`config.mk`:
```
export PLATFORM = sky130hd
export DESIGN_NAME = bresenham_line_stepper
export DESIGN_NICKNAME = d
export VERILOG_FILES = /design/src/sv/bls_pkg.sv /design/src/sv/bresenham_line_stepper.sv /design/src/sv/bls_front.sv /design/src/sv/bls_queue.sv /design/src/sv/bls_back.sv
export SDC_FILE = /design/constraint.sdc
export NUM_CORES = 1
export LEC_CHECK = 0
export BUFFER_PORTS_ARGS = -buffer_cell sky130_fd_sc_hd__clkbuf_2
export CAP_MARGIN = 0
export CORE_MARGIN = 2
export CORE_UTILIZATION = 55
export CTS_CLUSTER_SIZE = 10
export DETAILED_ROUTE_END_ITERATION = 16
export PLACE_DENSITY = 0.79
export SLEW_MARGIN = 40
export SYNTH_ARGS = -nofsm -noshare
export SYNTH_HDL_FRONTEND = slang
export SYNTH_SLANG_ARGS = --single-unit
export TNS_END_PERCENT = 5
```
`constraint.sdc`:
```
create_clock -name clk_i -period 5.2 [get_ports clk_i]
set_input_delay 0.26 -clock clk_i [delete_from_list [all_inputs] [get_ports clk_i]]
set_output_delay 0.26 -clock clk_i [all_outputs]
set_load 0.02 [all_outputs]
```
`src/sv/bls_pkg.sv`:
```
// Shared types and constants for the Bresenham line stepper.
package bls_pkg;

  localparam int unsigned CoordBits  = 12;
  localparam int unsigned ErrBits    = CoordBits + 4;
  localparam int unsigned ColorBits  = 32;
  localparam int unsigned QueueDepth = 2;

  typedef enum logic {
    CmdStart   = 1'b0,
    CmdAdvance = 1'b1
  } cmd_e;

  // One classified request, as handed from the front part to the back part.
  typedef struct packed {
    cmd_e                 kind;
    logic [CoordBits-1:0] start_x;
    logic [CoordBits-1:0] start_y;
    logic [CoordBits-1:0] major_end;
    logic [CoordBits-1:0] major_len;
    logic [CoordBits-1:0] minor_len;
    logic                 step_x_neg;
    logic                 step_y_neg;
    logic                 x_major;
    logic [ColorBits-1:0] color;
  } line_req_t;

endpackage

```
`src/sv/bresenham_line_stepper.sv`:
```
// Top level of the all-octant Bresenham line stepper.
//
// Takes one request per clock while the queue has room: a start request (tuser = 0) latches two
// clipped screen endpoints and an RGBA8 colour and emits nothing; an advance
// request (tuser = 1) emits the current pixel of the active line and steps
// it, with tlast on the final pixel (the end point itself is never drawn).
// Advances with no active line, and lines of zero length, emit nothing. A
// start while a line is running drops the old line. The front part works out
// the deltas, major axis and step directions in the accepting cycle; a
// two-entry request queue separates it from the back part, which seeds the
// decision term on a start and on each advance does one add and compare,
// writing the pixel into an output register. Sustained rate is one request
// per clock when the output is not stalled; a request's pixel passes through the
// queue, then the output register, and only output back-pressure slows the
// block down. Equal deltas count as x-major.
module bresenham_line_stepper (
  input  logic        clk_i,
  input  logic        rst_ni,
  input  logic        s_axis_tvalid,
  output logic        s_axis_tready,
  // [11:0] start_x, [23:12] start_y, [35:24] end_x, [47:36] end_y, [79:48] color
  input  logic [79:0] s_axis_tdata,
  // [0] command
  input  logic [0:0]  s_axis_tuser,
  output logic        m_axis_tvalid,
  input  logic        m_axis_tready,
  // [11:0] pixel_x, [23:12] pixel_y, [55:24] pixel_color
  output logic [55:0] m_axis_tdata,
  // last
  output logic        m_axis_tlast
);

  localparam int unsigned CB = bls_pkg::CoordBits;

  bls_pkg::line_req_t        front_req;
  bls_pkg::line_req_t        head_req;
  logic                      queue_full;
  logic                      push;
  logic                      pop;
  logic                      head_valid;
  logic [CB-1:0]             pixel_x;
  logic [CB-1:0]             pixel_y;
  logic [bls_pkg::ColorBits-1:0] pixel_color;

  // Accept whenever the queue has room.
  assign s_axis_tready = !queue_full;
  assign push          = s_axis_tvalid && s_axis_tready;

  bls_front u_front (
    .cmd_i     (s_axis_tuser[0]),
    .start_x_i (s_axis_tdata[11:0]),
    .start_y_i (s_axis_tdata[23:12]),
    .end_x_i   (s_axis_tdata[35:24]),
    .end_y_i   (s_axis_tdata[47:36]),
    .color_i   (s_axis_tdata[79:48]),
    .req_o     (front_req)
  );

  bls_queue u_queue (
    .clk_i        (clk_i),
    .rst_ni       (rst_ni),
    .push_i       (push),
    .push_req_i   (front_req),
    .full_o       (queue_full),
    .pop_i        (pop),
    .head_valid_o (head_valid),
    .head_req_o   (head_req)
  );

  bls_back u_back (
    .clk_i         (clk_i),
    .rst_ni        (rst_ni),
    .head_valid_i  (head_valid),
    .head_req_i    (head_req),
    .pop_o         (pop),
    .out_valid_o   (m_axis_tvalid),
    .out_ready_i   (m_axis_tready),
    .pixel_x_o     (pixel_x),
    .pixel_y_o     (pixel_y),
    .pixel_color_o (pixel_color),
    .last_o        (m_axis_tlast)
  );

  // Pack the pixel fields, lowest field first.
  assign m_axis_tdata = {pixel_color, pixel_y, pixel_x};

endmodule

```
`src/sv/bls_front.sv`:
```
// Front part: decodes a request and classifies the line's slope and directions.
module bls_front (
  input  logic                          cmd_i,
  input  logic [bls_pkg::CoordBits-1:0] start_x_i,
  input  logic [bls_pkg::CoordBits-1:0] start_y_i,
  input  logic [bls_pkg::CoordBits-1:0] end_x_i,
  input  logic [bls_pkg::CoordBits-1:0] end_y_i,
  input  logic [bls_pkg::ColorBits-1:0] color_i,
  output bls_pkg::line_req_t            req_o
);

  logic [bls_pkg::CoordBits:0]   dx;
  logic [bls_pkg::CoordBits:0]   dy;
  logic [bls_pkg::CoordBits:0]   dx_neg;
  logic [bls_pkg::CoordBits:0]   dy_neg;
  logic [bls_pkg::CoordBits-1:0] abs_dx;
  logic [bls_pkg::CoordBits-1:0] abs_dy;
  logic                          x_major;

  assign dx     = {1'b0, end_x_i} - {1'b0, start_x_i};
  assign dy     = {1'b0, end_y_i} - {1'b0, start_y_i};
  assign dx_neg = -dx;
  assign dy_neg = -dy;

  // Magnitudes always fit in the coordinate width.
  assign abs_dx  = dx[bls_pkg::CoordBits] ? dx_neg[bls_pkg::CoordBits-1:0]
                                          : dx[bls_pkg::CoordBits-1:0];
  assign abs_dy  = dy[bls_pkg::CoordBits] ? dy_neg[bls_pkg::CoordBits-1:0]
                                          : dy[bls_pkg::CoordBits-1:0];
  assign x_major = abs_dx >= abs_dy;

  always_comb begin
    req_o.kind       = bls_pkg::cmd_e'(cmd_i);
    req_o.start_x    = start_x_i;
    req_o.start_y    = start_y_i;
    req_o.major_end  = x_major ? end_x_i : end_y_i;
    req_o.major_len  = x_major ? abs_dx : abs_dy;
    req_o.minor_len  = x_major ? abs_dy : abs_dx;
    req_o.step_x_neg = dx[bls_pkg::CoordBits];
    req_o.step_y_neg = dy[bls_pkg::CoordBits];
    req_o.x_major    = x_major;
    req_o.color      = color_i;
  end

endmodule

```
`src/sv/bls_queue.sv`:
```
// Short request queue between the front and back parts.
module bls_queue (
  input  logic               clk_i,
  input  logic               rst_ni,
  input  logic               push_i,
  input  bls_pkg::line_req_t push_req_i,
  output logic               full_o,
  input  logic               pop_i,
  output logic               head_valid_o,
  output bls_pkg::line_req_t head_req_o
);

  localparam int unsigned PtrBits = $clog2(bls_pkg::QueueDepth);
  localparam int unsigned CntBits = $clog2(bls_pkg::QueueDepth + 1);

  bls_pkg::line_req_t entry_q [bls_pkg::QueueDepth];
  logic [PtrBits-1:0] wr_ptr_q, wr_ptr_d;
  logic [PtrBits-1:0] rd_ptr_q, rd_ptr_d;
  logic [CntBits-1:0] count_q, count_d;

  assign full_o       = count_q == CntBits'(bls_pkg::QueueDepth);
  assign head_valid_o = count_q != '0;
  assign head_req_o   = entry_q[rd_ptr_q];

  always_comb begin
    wr_ptr_d = wr_ptr_q;
    rd_ptr_d = rd_ptr_q;
    count_d  = count_q;
    if (push_i) begin
      wr_ptr_d = (wr_ptr_q == PtrBits'(bls_pkg::QueueDepth - 1)) ? '0 : wr_ptr_q + 1'b1;
    end
    if (pop_i) begin
      rd_ptr_d = (rd_ptr_q == PtrBits'(bls_pkg::QueueDepth - 1)) ? '0 : rd_ptr_q + 1'b1;
    end
    if (push_i && !pop_i) begin
      count_d = count_q + 1'b1;
    end else if (pop_i && !push_i) begin
      count_d = count_q - 1'b1;
    end
  end

  always_ff @(posedge clk_i or negedge rst_ni) begin
    if (!rst_ni) begin
      wr_ptr_q <= '0;
      rd_ptr_q <= '0;
      count_q  <= '0;
    end else begin
      wr_ptr_q <= wr_ptr_d;
      rd_ptr_q <= rd_ptr_d;
      count_q  <= count_d;
    end
  end

  always_ff @(posedge clk_i) begin
    if (push_i) begin
      entry_q[wr_ptr_q] <= push_req_i;
    end
  end

`ifndef ASSERT_OFF
  a_no_overflow: assert property (@(posedge clk_i) disable iff (!rst_ni)
    count_q <= CntBits'(bls_pkg::QueueDepth))
    else $error("request queue holds more than its depth");

  a_no_push_full: assert property (@(posedge clk_i) disable iff (!rst_ni)
    push_i |-> (!full_o || pop_i))
    else $error("request pushed into a full queue");

  a_no_pop_empty: assert property (@(posedge clk_i) disable iff (!rst_ni)
    pop_i |-> head_valid_o)
    else $error("request popped from an empty queue");
`endif

endmodule

```
`src/sv/bls_back.sv`:
```
// Back part: holds the line state, steps it and registers the emitted pixel.
module bls_back (
  input  logic                          clk_i,
  input  logic                          rst_ni,
  input  logic                          head_valid_i,
  input  bls_pkg::line_req_t            head_req_i,
  output logic                          pop_o,
  output logic                          out_valid_o,
  input  logic                          out_ready_i,
  output logic [bls_pkg::CoordBits-1:0] pixel_x_o,
  output logic [bls_pkg::CoordBits-1:0] pixel_y_o,
  output logic [bls_pkg::ColorBits-1:0] pixel_color_o,
  output logic                          last_o
);

  localparam int unsigned CB = bls_pkg::CoordBits;
  localparam int unsigned EB = bls_pkg::ErrBits;

  logic                 active_q, active_d;
  logic [CB-1:0]        cur_x_q, cur_x_d;
  logic [CB-1:0]        cur_y_q, cur_y_d;
  logic [CB-1:0]        major_end_q;
  logic signed [EB-1:0] err_q, err_d;
  logic signed [EB-1:0] inc_straight_q;
  logic signed [EB-1:0] inc_diagonal_q;
  logic                 step_x_neg_q;
  logic                 step_y_neg_q;
  logic                 x_major_q;
  logic [bls_pkg::ColorBits-1:0] color_q;

  logic                 out_valid_q, out_valid_d;
  logic [CB-1:0]        pix_x_q;
  logic [CB-1:0]        pix_y_q;
  logic [bls_pkg::ColorBits-1:0] pix_color_q;
  logic                 pix_last_q, pix_last_d;

  logic                 is_start;
  logic                 can_emit;
  logic                 do_start;
  logic                 do_step;
  logic signed [EB-1:0] major_ext;
  logic signed [EB-1:0] minor_ext;
  logic                 diag;
  logic [CB-1:0]        next_x;
  logic [CB-1:0]        next_y;
  logic [CB-1:0]        step_x;
  logic [CB-1:0]        step_y;

  assign is_start  = head_req_i.kind == bls_pkg::CmdStart;
  assign can_emit  = !out_valid_q || out_ready_i;
  // Starts and idle advances never wait on the output side.
  assign pop_o     = head_valid_i && (is_start || !active_q || can_emit);
  assign do_start  = pop_o && is_start;
  assign do_step   = pop_o && !is_start && active_q;

  assign major_ext = EB'(head_req_i.major_len);
  assign minor_ext = EB'(head_req_i.minor_len);

  assign diag      = !err_q[EB-1];
  assign step_x    = step_x_neg_q ? cur_x_q - 1'b1 : cur_x_q + 1'b1;
  assign step_y    = step_y_neg_q ? cur_y_q - 1'b1 : cur_y_q + 1'b1;
  assign next_x    = (x_major_q || diag) ? step_x : cur_x_q;
  assign next_y    = (!x_major_q || diag) ? step_y : cur_y_q;

  always_comb begin
    active_d    = active_q;
    cur_x_d     = cur_x_q;
    cur_y_d     = cur_y_q;
    err_d       = err_q;
    out_valid_d = out_valid_q && !out_ready_i;
    pix_last_d  = ((x_major_q ? next_x : next_y) == major_end_q);
    if (do_start) begin
      active_d = head_req_i.major_len != '0;
      cur_x_d  = head_req_i.start_x;
      cur_y_d  = head_req_i.start_y;
      err_d    = (minor_ext <<< 1) - major_ext;
    end else if (do_step) begin
      active_d    = !pix_last_d;
      cur_x_d     = next_x;
      cur_y_d     = next_y;
      err_d       = err_q + (diag ? inc_diagonal_q : inc_straight_q);
      out_valid_d = 1'b1;
    end
  end

  always_ff @(posedge clk_i or negedge rst_ni) begin
    if (!rst_ni) begin
      active_q       <= 1'b0;
      out_valid_q    <= 1'b0;
      cur_x_q        <= '0;
      cur_y_q        <= '0;
      major_end_q    <= '0;
      err_q          <= '0;
      inc_straight_q <= '0;
      inc_diagonal_q <= '0;
      step_x_neg_q   <= 1'b0;
      step_y_neg_q   <= 1'b0;
      x_major_q      <= 1'b0;
      color_q        <= '0;
    end else begin
      active_q    <= active_d;
      out_valid_q <= out_valid_d;
      cur_x_q     <= cur_x_d;
      cur_y_q     <= cur_y_d;
      err_q       <= err_d;
      if (do_start) begin
        major_end_q    <= head_req_i.major_end;
        inc_straight_q <= minor_ext <<< 1;
        inc_diagonal_q <= (minor_ext - major_ext) <<< 1;
        step_x_neg_q   <= head_req_i.step_x_neg;
        step_y_neg_q   <= head_req_i.step_y_neg;
        x_major_q      <= head_req_i.x_major;
        color_q        <= head_req_i.color;
      end
    end
  end

  always_ff @(posedge clk_i) begin
    if (do_step) begin
      pix_x_q     <= cur_x_q;
      pix_y_q     <= cur_y_q;
      pix_color_q <= color_q;
      pix_last_q  <= pix_last_d;
    end
  end

  assign out_valid_o   = out_valid_q;
  assign pixel_x_o     = pix_x_q;
  assign pixel_y_o     = pix_y_q;
  assign pixel_color_o = pix_color_q;
  assign last_o        = pix_last_q;

`ifndef ASSERT_OFF
  a_emit_from_step: assert property (@(posedge clk_i) disable iff (!rst_ni)
    $rose(out_valid_q) |-> $past(do_step))
    else $error("pixel presented without an active advance");

  a_last_ends_line: assert property (@(posedge clk_i) disable iff (!rst_ni)
    (do_step && pix_last_d) |=> !active_q)
    else $error("line still active after its final pixel");

  a_step_needs_room: assert property (@(posedge clk_i) disable iff (!rst_ni)
    do_step |-> can_emit)
    else $error("pixel overwrote one not yet taken");
`endif

endmodule

```
==> qor.yml <==
sta:
  setup_viol: 0
  final.setup.worst_slack_ns: 0.4514
  timing.final.crit_share_pct: 91.32
  fin_setup_tns_ns: 0
  hold_violations: 0
  worstMarginPinSlew_ns: 0.8275
  period_minus_slack_ns: 4.749
  relSlewSlack_pct: 44.84
  rsz0062_at_grt: "false"
  finClkSkew_ns: 0.02041
  fmax_mhz: 210.6
  drv_slew: 0
routing:
  vias_per_cell: 5.843
  wl_per_cell_microns: 19.55
  vias: 13065
  initialDrtViolationCount: 886
  wirelength_microns: 43700
  drtPass1Iterations: 7
  drc: 0
  ant_nets: 0
critical_path:
  worst_r2r_endpoint: "u_back.inc_diagonal_q[9]"
  r2r_slack_ns: 1.27
  reg2regPathDepth: 12
  cp-end-kind: "flop"
  crit_arrival_ns: 5.03
  r2r_start: "u_queue.rd_ptr_q"
  slowest_stage: "dlygate4sd3_1"
  slowest_delay_ns: 0.53
  start_kind: "input port"
  cp_max_fo: 17
  crit_chain: "dlygate4sd3_1, clkbuf_2, inv_1, ha_1, o21a_1, o21ai_0, nor2_1, a2111oi_1, o21bai_2, o21ai_0, inv_1, ha_1, a21o_1, a21o_1, a21oi_1, o21ai_0, a21oi_1, a21o_1, buf_4, mux2_2"
  required_ns: 5.48
  crit_type: "in2reg"
  critPathBufInv: 5
  path_delay_family: "compound AO/OA/AOI/OAI gates"
logic_synthesis:
  synth.top_cells.by_count: "edfxtp_1, nand2_1, dfrtp_1"
  synth_area_per_cell_sq_um: 12.05
  synth_seq_cells: 366
  syn_inst: 1554
  synth.most_common_cell: "edfxtp_1"
  synth-async-reset-ratio_pct: 31.97
  synth_nets: 1742
  synth_edf_count: 249
  synth_cell_types: 90
  synth_area_leaders: "edfxtp_1, dfrtp_1, ha_1"
  synth_top_area_share_pct: 39.91
  synthFlopType: "edfxtp_1"
  synth-warning-count: 0
  syn-cell-area_sq_um: 18730
  yosysSeqAreaShare_pct: 55.54
  yosys.area.top_type: "edfxtp_1"
die:
  rows: 67
  die_h_microns: 188.6
  die_x_microns: 188.6
  dieArea_sq_um: 35550
  coreArea_sq_um: 33530
  ioPinCount: 144
  start_util_pct: 55.87
cells_and_area:
  nFillCells: 2463
  drive_gt1_share_pct: 15.66
  syn_to_final_growth_pct: 16.34
  final_nets: 1944
  antenna_cells: 0
clocking:
  insertion_delay_ns: 0.55
  clk_pin_slew_worst_paths_ns: 0.05
  cts_tree: "yes"
  clock-root-buffer: "clkbuf_16"
  cts.sinks: 366
  cts_setup_buffers: 0
  clockBufferDepth: 3
  cts_buffers: 43
  cts-htree-levels: 2
global_route:
  grt.total_usage_pct: 24.69
  grt_overflow: 0
  grt_max_degree: 163
  antenna_found_initial: 1
  grt_pass1_wl_microns: 69870
  first_global_vias: 12926
pwr:
  peakVddDrop_mv: 0.3818
  leakagePower_nw: 9.063
  powerDensity_nw_per_um2: 743.4
hold_path:
  hold_start: "m_axis_tready"
  hold_path.class: "in2reg"
  min_to: "u_back.out_valid_o"
  whs_path_depth: 3
outcome:
  status: "finished clean"
placement:
  dpl.hpwl_microns: 29930
  io_buffers: 143
  gp_congestion: 0.9357
  preCtsSetupSlack_ns: 0.4051
job:
  maxCapViolations: 0
[tightest hold or removal path, delay by kind of cell]
kind                   cells  cell delay, ns
buffers and inverters      1            0.08
and+or+nand+nor            2            0.21
[cell families (layout without fill, tap and decap cells)]
logic type                 count (synthesis)  in the layout  synth area share, %
buffers and inverters                    129            363                2.865
AOI/OAI and AO/OA                        347            347                12.14
adders and majority gates                103            103                7.160
muxes                                    158            158                8.723
DFF                                      366            366                55.54
and+or+nand+nor                          355            355                9.077
xor gates and xnor gates                  96             96                4.488
[cell usage in the layout, fill, tap and decap left out, types with 34 or more instances in the layout]
cell	instances
clkbuf_16	43
a21oi_1	59
mux2_2	42
o21ai_0	113
nor3_1	34
clkbuf_2	142
dlygate4sd3_1	58
mux2i_1	116
ha_1	96
xnor2_1	54
edfxtp_1	249
inv_1	68
nand2_1	129
nor2_1	79
xor2_1	42
dfrtp_1	115
[state kept, by name, indices dropped and copies added, names as in the netlist, 2 cells and up]
| register | flops |
|---|---|
| u_back.color_q | 32 |
| u_back.cur_x_q | 12 |
| u_back.cur_y_q | 12 |
| u_back.err_q | 15 |
| u_back.inc_diagonal_q | 13 |
| u_back.inc_straight_q | 12 |
| u_back.major_end_q | 12 |
| u_back.pixel_color_o | 32 |
| u_back.pixel_x_o | 12 |
| u_back.pixel_y_o | 12 |
| u_queue.count_q | 2 |
| u_queue.entry_q | 192 |
[stage by stage]
step	hold slack, ns	util (%)	cell area [sq um]	std cells	power, mW
floorplan	-0.03559	-	18740	1554	11.28
global placement	0.4134	59.32	19890	2100	12.98
detailed placement	0.4093	59.39	19920	2101	13.30
CTS	0.03315	64.95	21780	2236	16.16
global route	0.05206	65.00	21790	2236	17.34
finish	0.05630	65.00	21790	2236	16.20
[power by group]
group | switching, mW | internal (mW)
Sequential | 0.678 | 4.55
Combinational | 4.88 | 3.34
Clock | 1.14 | 1.62
Total | 6.70 | 9.50
[repair_timing]
action | in CTS | in global routing
setup endpoints to repair | 0 | 14
hold buffers | 58 | 0
gates resized for setup | 0 | 1
endpoints found under the hold margin | 170 | 0
[per-layer routing]
layer / vias to the layer above / wire length (microns) / part of all wire, % / track usage, %
li1: 6184 / - / - / -
met1: 6352 / 19840 / 45 / 35.55
met2: 453 / 20300 / 46 / 39.78
met3: 74 / 2647 / 6.1 / 3.520
met4: 2 / 905 / 2.1 / 6.190
met5: - / 12 / 0.027 / 0
[how the worst max path moves through the flow]
stage	startpoint	endpoint	depth (start not counted)
floorplan	s_axis_tdata[24]	u_queue.entry_q[0][62]	19
global placement	s_axis_tdata[24]	u_queue.entry_q[0][64]	18
detailed placement	s_axis_tdata[24]	u_queue.entry_q[1][68]	18
CTS	s_axis_tdata[0]	u_queue.entry_q[0][66]	18
global route	s_axis_tdata[5]	u_queue.entry_q[0][66]	20
finish	s_axis_tdata[5]	u_queue.entry_q[0][66]	20
[layout make-up]
| class | instances | area (sq um) | area share [%] |
|---|---|---|---|
| flip-flops and latches | 366 | 10410 | 47.76 |
| multi-input cells | 1059 | 7824 | 35.90 |
| repair buffers | 215 | 1449 | 6.648 |
| clock buffers | 73 | 1199 | 5.500 |
| well taps | 448 | 560.5 | 2.572 |
| inverters | 71 | 267.8 | 1.229 |
| clock inverters | 4 | 85.08 | 0.3904 |
Note: power is estimated with default switching activity, not from simulation.
